$ cat config.mk
export PLATFORM = sky130hd
export DESIGN_NAME = fifo_queue_keyed_removal_core
export DESIGN_NICKNAME = d
export VERILOG_FILES = /design/src/fqkr_pkg.sv /design/src/fqkr_cell.sv /design/src/fifo_queue_keyed_removal_core.sv
export SDC_FILE = /design/constraint.sdc
export NUM_CORES = 2
export LEC_CHECK = 0
export BUFFER_PORTS_ARGS = -buffer_cell sky130_fd_sc_hd__buf_2
export CAP_MARGIN = 40
export CORE_AREA = 2 2 359 361
export CTS_CLUSTER_SIZE = 20
export DETAILED_ROUTE_END_ITERATION = 8
export DIE_AREA = 0 0 361 363
export GPL_ROUTABILITY_DRIVEN = 0
export GPL_TIMING_DRIVEN = 0
export PLACE_DENSITY_LB_ADDON = 0.12
export RECOVER_POWER = 25
export SLEW_MARGIN = 20
export SYNTH_ARGS = -nofsm -noshare
export SYNTH_HDL_FRONTEND = slang
export SYNTH_HIERARCHICAL = 1
export SYNTH_SLANG_ARGS = --single-unit
$ cat constraint.sdc
create_clock -name clock -period 7.1 [get_ports clock]
set_input_delay 1.42 -clock clock [delete_from_list [all_inputs] [get_ports clock]]
set_output_delay 1.42 -clock clock [all_outputs]
set_load 0.03 [all_outputs]
$ cat src/fqkr_pkg.sv
// Package: shared types, command and status codes for the keyed-removal queue.
package fqkr_pkg;

   localparam int FQKR_DEPTH = 16;
   localparam int KEY_W = 16;
   localparam int HANDLE_W = 32;
   localparam int CMD_W = 2;
   localparam int STATUS_W = 2;
   localparam int ENTRY_COUNT_W = 5;

   localparam logic [CMD_W-1:0] CMD_ENQUEUE = 2'd0;
   localparam logic [CMD_W-1:0] CMD_DEQUEUE = 2'd1;
   localparam logic [CMD_W-1:0] CMD_REMOVE = 2'd2;
   localparam logic [CMD_W-1:0] CMD_FIND = 2'd3;

   localparam logic [STATUS_W-1:0] STAT_OK = 2'd0;
   localparam logic [STATUS_W-1:0] STAT_EMPTY = 2'd1;
   localparam logic [STATUS_W-1:0] STAT_NOT_FOUND = 2'd2;
   localparam logic [STATUS_W-1:0] STAT_FULL = 2'd3;

   typedef struct packed {
      logic [KEY_W-1:0] key;
      logic [HANDLE_W-1:0] handle;
   } slot_type;

   // Broadcast from the sequencer to every cell of the row.
   typedef struct packed {
      logic enq;
      logic del;
      logic search;
      logic [KEY_W-1:0] key;
      logic [HANDLE_W-1:0] handle;
   } cell_ctl_type;

   typedef enum logic {
      ST_IDLE,
      ST_EXEC
   } state_type;

endpackage

$ cat src/fqkr_cell.sv
// One queue slot: holds an entry, matches the searched key and shifts towards the head.
module fqkr_cell
   import fqkr_pkg::*;
(
   input  logic clock,
   input  logic reset,
   input  cell_ctl_type ctl,
   input  logic prev_valid,
   input  logic prefix_in,
   input  logic upper_valid,
   input  slot_type upper_slot,
   output logic prefix_out,
   output logic hit,
   output logic valid_out,
   output slot_type slot_out,
   output logic valid_next,
   output slot_type slot_next
);

   logic valid_ff, valid_in;
   slot_type slot_ff, slot_in;
   logic match, load, shift;

   always_comb begin
      match = ctl.search && valid_ff && (slot_ff.handle != '0) && (slot_ff.key == ctl.key);
      prefix_out = prefix_in | match;
      hit = match & ~prefix_in;
      load = ctl.enq && !valid_ff && prev_valid;
      // Every slot from the removed entry upwards takes its younger neighbour.
      shift = ctl.del & prefix_out;
      slot_in = slot_ff;
      valid_in = valid_ff;
      if (shift) begin
         slot_in = upper_slot;
         valid_in = upper_valid;
      end else if (load) begin
         slot_in.key = ctl.key;
         slot_in.handle = ctl.handle;
         valid_in = 1'b1;
      end
   end

   always_ff @(posedge clock) begin
      if (reset) begin
         valid_ff <= 1'b0;
      end else begin
         valid_ff <= valid_in;
      end
   end

   always_ff @(posedge clock) begin
      slot_ff <= slot_in;
   end

   assign valid_out = valid_ff;
   assign slot_out = slot_ff;
   assign valid_next = valid_in;
   assign slot_next = slot_in;

endmodule

$ cat src/fifo_queue_keyed_removal_core.sv
// Top level: ordered process queue with removal by key, built as a row of slot cells.
//
// Requests arrive on the req_ stream: enqueue at the tail, dequeue the head,
// remove the oldest entry with a given key, or find that entry without
// removing it. Entries with a null (zero) handle never match a key.
// Each request gives exactly one response on the rsp_ stream with the status,
// the entry acted on, the handle now at the head and the entry count.
// A request is accepted in the idle state and executed in the execute state,
// so a new request is not accepted until the last one has executed. Keyed
// removal and search are carried out by the key match, which
// ripples a found flag along the row of cells and closes the gap in the same
// execute cycle. The response sits in an output register; the next request
// may be accepted while it waits, but is not executed until the response has
// been taken, so a stalled receiver holds back at most one request.
// Synchronous reset empties the queue (all slot valid flags cleared) and
// drops any pending request or response. Slot contents need no clearing.
module fifo_queue_keyed_removal_core
   import fqkr_pkg::*;
#(
   parameter int DEPTH = FQKR_DEPTH
)
(
   input  logic clock,
   input  logic reset,
   input  logic req_tvalid,
   output logic req_tready,
   // command[1:0], key[17:2], handle[49:18], zero fill
   input  logic [55:0] req_tdata,
   output logic rsp_tvalid,
   input  logic rsp_tready,
   // status[1:0], result_handle[33:2], result_key[49:34], head_handle[81:50],
   // entry_count[86:82], zero fill
   output logic [87:0] rsp_tdata
);

   localparam int CW = $clog2(DEPTH + 1);
   localparam int RSP_BITS = STATUS_W + HANDLE_W + KEY_W + HANDLE_W + ENTRY_COUNT_W;

   state_type state_ff, state_in;
   logic [CMD_W-1:0] cmd_ff, cmd_in;
   logic [KEY_W-1:0] key_ff, key_in;
   logic [HANDLE_W-1:0] handle_ff, handle_in;
   logic [CW-1:0] count_ff, count_in;
   logic rsp_valid_ff, rsp_valid_in;
   logic [RSP_BITS-1:0] rsp_data_ff, rsp_data_in;

   logic req_fire, exec_fire;
   logic empty, full;
   cell_ctl_type ctl;

   logic [DEPTH:0] prefix;
   logic [DEPTH-1:0] hit, valid_v, valid_next_v;
   slot_type slot_v [DEPTH];
   slot_type slot_next_v [DEPTH];
   slot_type hit_slot;

   logic [STATUS_W-1:0] status;
   slot_type res_slot;
   logic [HANDLE_W-1:0] head_handle;

   assign empty = (count_ff == '0);
   assign full = (count_ff == CW'(DEPTH));
   assign req_tready = (state_ff == ST_IDLE);
   assign req_fire = req_tvalid & req_tready;

   // Broadcast to the cells; state changes only when the execute cycle fires.
   always_comb begin
      ctl.enq = exec_fire && (cmd_ff == CMD_ENQUEUE) && !full;
      ctl.del = exec_fire && ((cmd_ff == CMD_DEQUEUE) || (cmd_ff == CMD_REMOVE));
      ctl.search = (cmd_ff == CMD_REMOVE) || (cmd_ff == CMD_FIND);
      ctl.key = key_ff;
      ctl.handle = handle_ff;
   end

   // A dequeue seeds the found flag at the head so the whole row shifts.
   assign prefix[0] = (cmd_ff == CMD_DEQUEUE) && !empty;

   for (genvar i = 0; i < DEPTH; i++) begin : g_cell
      logic prev_valid;
      logic upper_valid;
      slot_type upper_slot;
      if (i == 0) begin : g_head
         assign prev_valid = 1'b1;
      end else begin : g_body
         assign prev_valid = valid_v[i-1];
      end
      if (i == DEPTH - 1) begin : g_tail
         assign upper_valid = 1'b0;
         assign upper_slot = '0;
      end else begin : g_mid
         assign upper_valid = valid_v[i+1];
         assign upper_slot = slot_v[i+1];
      end
      fqkr_cell u_cell (
         .clock      (clock),
         .reset      (reset),
         .ctl        (ctl),
         .prev_valid (prev_valid),
         .prefix_in  (prefix[i]),
         .upper_valid(upper_valid),
         .upper_slot (upper_slot),
         .prefix_out (prefix[i+1]),
         .hit        (hit[i]),
         .valid_out  (valid_v[i]),
         .slot_out   (slot_v[i]),
         .valid_next (valid_next_v[i]),
         .slot_next  (slot_next_v[i])
      );
   end

   // At most one cell reports the first match, so the selection is an AND-OR.
   always_comb begin
      hit_slot = '0;
      for (int i = 0; i < DEPTH; i++) begin
         hit_slot = hit_slot | (hit[i] ? slot_v[i] : '0);
      end
   end

   always_comb begin
      status = STAT_OK;
      res_slot = '0;
      count_in = count_ff;
      unique case (cmd_ff)
         CMD_ENQUEUE: begin
            if (full) begin
               status = STAT_FULL;
            end else begin
               res_slot.key = key_ff;
               res_slot.handle = handle_ff;
               count_in = count_ff + CW'(1);
            end
         end
         CMD_DEQUEUE: begin
            if (empty) begin
               status = STAT_EMPTY;
            end else begin
               res_slot = slot_v[0];
               count_in = count_ff - CW'(1);
            end
         end
         default: begin
            if (empty) begin
               status = STAT_EMPTY;
            end else if (!prefix[DEPTH]) begin
               status = STAT_NOT_FOUND;
            end else begin
               res_slot = hit_slot;
               if (cmd_ff == CMD_REMOVE) begin
                  count_in = count_ff - CW'(1);
               end
            end
         end
      endcase
      head_handle = valid_next_v[0] ? slot_next_v[0].handle : '0;
      rsp_data_in = {ENTRY_COUNT_W'(count_in), head_handle, res_slot.key,
                     res_slot.handle, status};
   end

   // Sequencer: accept in idle, execute once the output register is free.
   always_comb begin
      state_in = state_ff;
      cmd_in = cmd_ff;
      key_in = key_ff;
      handle_in = handle_ff;
      rsp_valid_in = rsp_valid_ff & ~rsp_tready;
      exec_fire = 1'b0;
      unique case (state_ff)
         ST_IDLE: begin
            if (req_fire) begin
               cmd_in = req_tdata[1:0];
               key_in = req_tdata[17:2];
               handle_in = req_tdata[49:18];
               state_in = ST_EXEC;
            end
         end
         ST_EXEC: begin
            if (!rsp_valid_ff || rsp_tready) begin
               exec_fire = 1'b1;
               rsp_valid_in = 1'b1;
               state_in = ST_IDLE;
            end
         end
         default: begin
            state_in = ST_IDLE;
         end
      endcase
   end

   always_ff @(posedge clock) begin
      if (reset) begin
         state_ff <= ST_IDLE;
         rsp_valid_ff <= 1'b0;
         count_ff <= '0;
      end else begin
         state_ff <= state_in;
         rsp_valid_ff <= rsp_valid_in;
         if (exec_fire) begin
            count_ff <= count_in;
         end
      end
   end

   always_ff @(posedge clock) begin
      cmd_ff <= cmd_in;
      key_ff <= key_in;
      handle_ff <= handle_in;
      if (exec_fire) begin
         rsp_data_ff <= rsp_data_in;
      end
   end

   assign rsp_tvalid = rsp_valid_ff;
   assign rsp_tdata = {{(88 - RSP_BITS){1'b0}}, rsp_data_ff};

endmodule
Word level (Yosys, flattened, before mapping). Cells that the tools add are included.

Eq/ne operators: 20. Mux-type cells: 99. Bitwise logic cells: 83. $add $sub $neg: 2. Reduce and logical (&&, ||, !) cells: 140.

Operators by type and width (number): $mux W48 (50); $or A48 B48 Y48 (15); $reduce_bool A32 Y1 (16); $eq A16 B16 Y1 (16); $pmux W48 S2 (1); $logic_and A1 B1 Y1 (83); $mux W1 (37); $and A1 B1 Y1 (34); $reduce_bool A2 Y1 (15); $mux W5 (5); $logic_not A1 Y1 (19); $not A1 Y1 (18); $or A1 B1 Y1 (16); $pmux W5 S2 (1); $mux W2 (3); $add A5 B1 Y5 const B (1); $eq A5 B5 Y1 const B (1); $logic_not A5 Y1 (1); $sub A5 B1 Y5 const B (1); $eq A2 B2 Y1 const B (2); $pmux W2 S2 (1); $logic_or A1 B1 Y1 (3); $eq A2 B1 Y1 const B (1); $logic_not A2 Y1 (1); 3 further kinds (3).

Logic and storage cells: 400. Bits in registers: 928. Output and inout port bits: 90. Input bits: 60.

Depth between registers and ports, before layout.
Depth after elaboration: 27. Depth in mapped cells: 28.

By module. The synthesis kept the hierarchy.

Modules (own cells, without submodules): fqkr_cell (times used 16, area each 2529.9 µm², cells an instance 199); fifo_queue_keyed_removal_core (times used 1, area each 9962.1 µm², cells an instance 906).

Worst setup path after synthesis. Ideal clock, no wire load.

Path kind: input-to-reg. Start: input port rsp_tready. End: register rsp_data_ff[77], data pin. Path slack: 1.193 ns. Library setup time: 0.255 ns. Arrival: 5.652 ns. Stages on the path: 10. Data required time: 6.845 ns. Path buffers: 2. Path through: nand2b_1 > nand2_1 > inv_1 > and2_1 > nand3b_1 > buf_2 > clkbuf_1 > mux2_2 > mux2_4 > and2_1.

RTL lines: start, declared (line fifo_queue_keyed_removal_core.sv:30) `input logic rsp_tready,`; end signal, assigned (line fifo_queue_keyed_removal_core.sv:208) `rsp_data_ff <= rsp_data_in;`; end, declared (line fifo_queue_keyed_removal_core.sv:45) `logic [RSP_BITS-1:0] rsp_data_ff, rsp_data_in;`.

==> reports/summary.md <==
* cell family with the largest share of critical-path delay: buffers and inverters
* worst path bufs/invs: 7
* initial core utilization: 0.396
* clock latency on the worst-skew pair: 0.78 ns
* minimum setup slack in the final design: -0.0556 ns
* total die area: 0.131 mm2
* final-report setup violation count: 5
* Max-slew headroom: -0.745
* Cell Chain, Critical Path: clkbuf_1 -> inv_1 -> ha_1 -> nor3b_1 -> a21oi_1 -> clkbuf_1 -> clkbuf_1 -> and2_0 -> nand3b_1 -> buf_2 -> clkbuf_1 -> buf_6 -> mux2_2 -> mux2_4 -> and2_1
* WHS: 0.510 ns
* Tcrit/Tclk final: 1.01
* count of warnings emitted by yosys: 6
* cell count after synthesis: 4,075
* biggest cell delay along the critical path: 1.19 ns
* total power: 15.2 mW
* sequential group share of total power: 0.445
* drt pass-1 iters: 6
* highest metal layer with signal wires: met5
* vias after detailed routing: 40,500
* Total Routed Length: 239,000 um
* largest fanout of any net on the critical path: 16
* area of the multi-input gates: 0.0290 mm2
* count of buffers from port buffering: 142
* number of cells traversed by the worst register-to-register path: 15
* filler cell count: 11,900
* type of the worst setup path: flop to flop
* Net Sw Frac: 0.308
* maximum ir drop on the vdd rail: 191 uV
* total overflow reported by the global router: 0
* # hold bufs at CTS: 0
* data arrival time of the worst path: 7.67 ns
* TritonCTS clock tree: built
* Netlist Area Pre-Place: 0.0504 mm2
* First DRT Iteration DRCs: 5,526
* Met3 Wirelength: 26,500 um
* critical register-to-register path startpoint: count_ff[0]
* LEAKAGE: 24.6 nW
* Critical Path Slowest Stage Cell: clkbuf_1
* end point of the most critical hold path: g_cell[14].u_cell/valid_out
* max-capacitance violation count: 3
* launch instance of the worst min-delay path: g_cell[15].u_cell/valid_out
* DP HPWL: 172,000 um
* maximum number of pins on one net before global-route repair: 55
* final core area utilization: 0.461
* Routed met2 length: 100,000 um
* clock slew at the register clock pins of the worst setup and hold paths: 0.06 ns
* hold path cells: 2
* fraction of power consumed by combinational cells: 0.166
* total I/O pin count: 150
* CTS root buf: clkbuf_16
* share of layout cells above drive strength 1: 0.459
* Floorplan Core Area: 0.127 mm2
* setup repair after global routing missed its margin: no
* global-route wire length before repair: 320,000 um
* antenna violations before repair: 27
* routed wire length per instance: 38.2 um
* outcome: finished, violations left
* post-layout min period: 7.16 ns
* minimum setup slack after placement: -0.627 ns
* Num Clock Sinks: 928
* Most common cell on crit path: clkbuf_1
* clock buffer count from CTS: 108
* Fmax: 140 MHz
* number of hold violations in the final report: 0
* number of standard-cell rows in the floorplan: 131
* H-tree levels: 3
* violated checks: capacitance limit, slew limit, setup timing
* vias in the first global route: 38,600
* y dimension of the die: 363 um
* CP endpoint kind: flop
* vias per std cell: 6.46
* Critical Path Start Type: flop
* worst clock skew: 0.0441 ns
* worst setup slack for register-to-register paths: -0.06 ns
* count of unresolved DRC violations after routing: 0
* Final Net Count: 4,562
* Mean Syn Cell Area: 12.4 um2
* Int Power: 10.5 mW
* combined global-route utilization of all metal layers: 0.352
* clock share of power: 0.389
* total count of max-transition violations in the final report: 77
* Antenna Violating Nets Remaining: 0
* critical path data required time: 7.61 ns
* clock tree buffer depth: 3
* Sequential cell area: 0.0199 mm2
* ratio of total power to cell area: 259 mW/mm2
* met1 WL: 95,000 um
* area delta synth->final: 16.2%
* type of the worst min-delay path: flop to flop
* capturing point of the worst reg2reg path: rsp_data_ff[77]
* switching power: 4.66 mW
* transition time at the pin with the least slew margin: 2.62 ns
* die span in x: 361 um
routing by layer:
metal | vias up | GRT usage
li1 | 16700 | -
met1 | 20300 | 0.448
met2 | 2625 | 0.521
met3 | 776 | 0.106
met4 | 12 | 0.221
met5 | - | 0
cell type report:
class                   count  area share
multi-input cells        2905       0.496
flip-flops and latches    928       0.341
clock buffers             138      0.0505
well taps                1662      0.0355
repair buffers            261      0.0350
plain buffers             266      0.0277
clock inverters            64      0.0119
inverters                  26     0.00175
diodes                     13    0.000556
flip-flops by register name, indices dropped and copies added, names as in the netlist:
register	cells
rsp_tvalid	1
key_ff	16
cmd_ff	2
rsp_data_ff	87
g_cell.u_cell/slot_out	768
state_ff	1
handle_ff	32
g_cell.u_cell/valid_out	16
count_ff	5
timing repair:
| item | in CTS | in global routing |
|---|---|---|
| resized for setup | 11 | 32 |
| pin swaps | 0 | 2 |
| endpoints found under the setup margin | 45 | 46 |
| gates cloned | 0 | 0 |
| buffers inserted | 0 | 2 |
power groups by stage:
stage	registers, mW	logic (mW)	clock network (mW)
detailed placement	6.80	2.43	0
floorplan	6.51	1.56	0
finish	6.75	2.52	5.89
global route	6.78	2.59	6.14
CTS	6.69	2.44	5.95
global placement	6.85	2.28	0
how the worst max path moves through the flow:
stage | slack (ns) | cells after the start | from | end
after floorplan | 1.19 | 10 | rsp_tready | rsp_data_ff[77]
after global placement | -2.06 | 9 | rsp_tready | rsp_data_ff[65]
after detailed placement | -0.63 | 24 | g_cell[0].u_cell/slot_out[16] | rsp_data_ff[39]
after CTS | 0.03 | 26 | count_ff[0] | rsp_data_ff[39]
after global routing | 0.05 | 15 | count_ff[0] | rsp_data_ff[79]
final | -0.06 | 15 | count_ff[0] | rsp_data_ff[77]
stage by stage:
step | setup TNS [ns] | std cells | cell area [um2]
2_1_floorplan | 0 | 4125 | 50600
3_3_place_gp | -1067.45 | 5929 | 53300
3_5_place_dp | -13.90 | 6038 | 54900
4_1_cts | 0 | 6240 | 58600
5_1_grt | 0 | 6251 | 58500
6_report | -0.211 | 6263 | 58500
worst reg2reg max path, stage by stage, from the launching register on:
cell and delay [ns]:
dfxtp_1 0.33, clkbuf_1 0.32, inv_1 0.13, ha_1 0.28, nor3b_1 0.23, a21oi_1 0.59, clkbuf_1 1.20, clkbuf_1 1.05
and2_0 0.84, nand3b_1 0.37, buf_2 0.41, clkbuf_1 0.25, buf_6 0.20, mux2_2 0.28, mux2_4 0.26, and2_1 0.16
layout by cell type (no fill, tap or decap), drive strengths merged, types with 32 or more instances in the layout:
cell type	count
buf	303
mux2	1536
a22o	192
nand3	34
clkinv	43
a221oi	194
nor4	145
xor2	49
and2	51
a22oi	49
edfxtp	137
conb	52
xnor2	208
dfxtp	791
clkbuf	355
a211oi	32
nand4	81
o21ai	57
and4	48
Power figures use the tool's default switching activity.
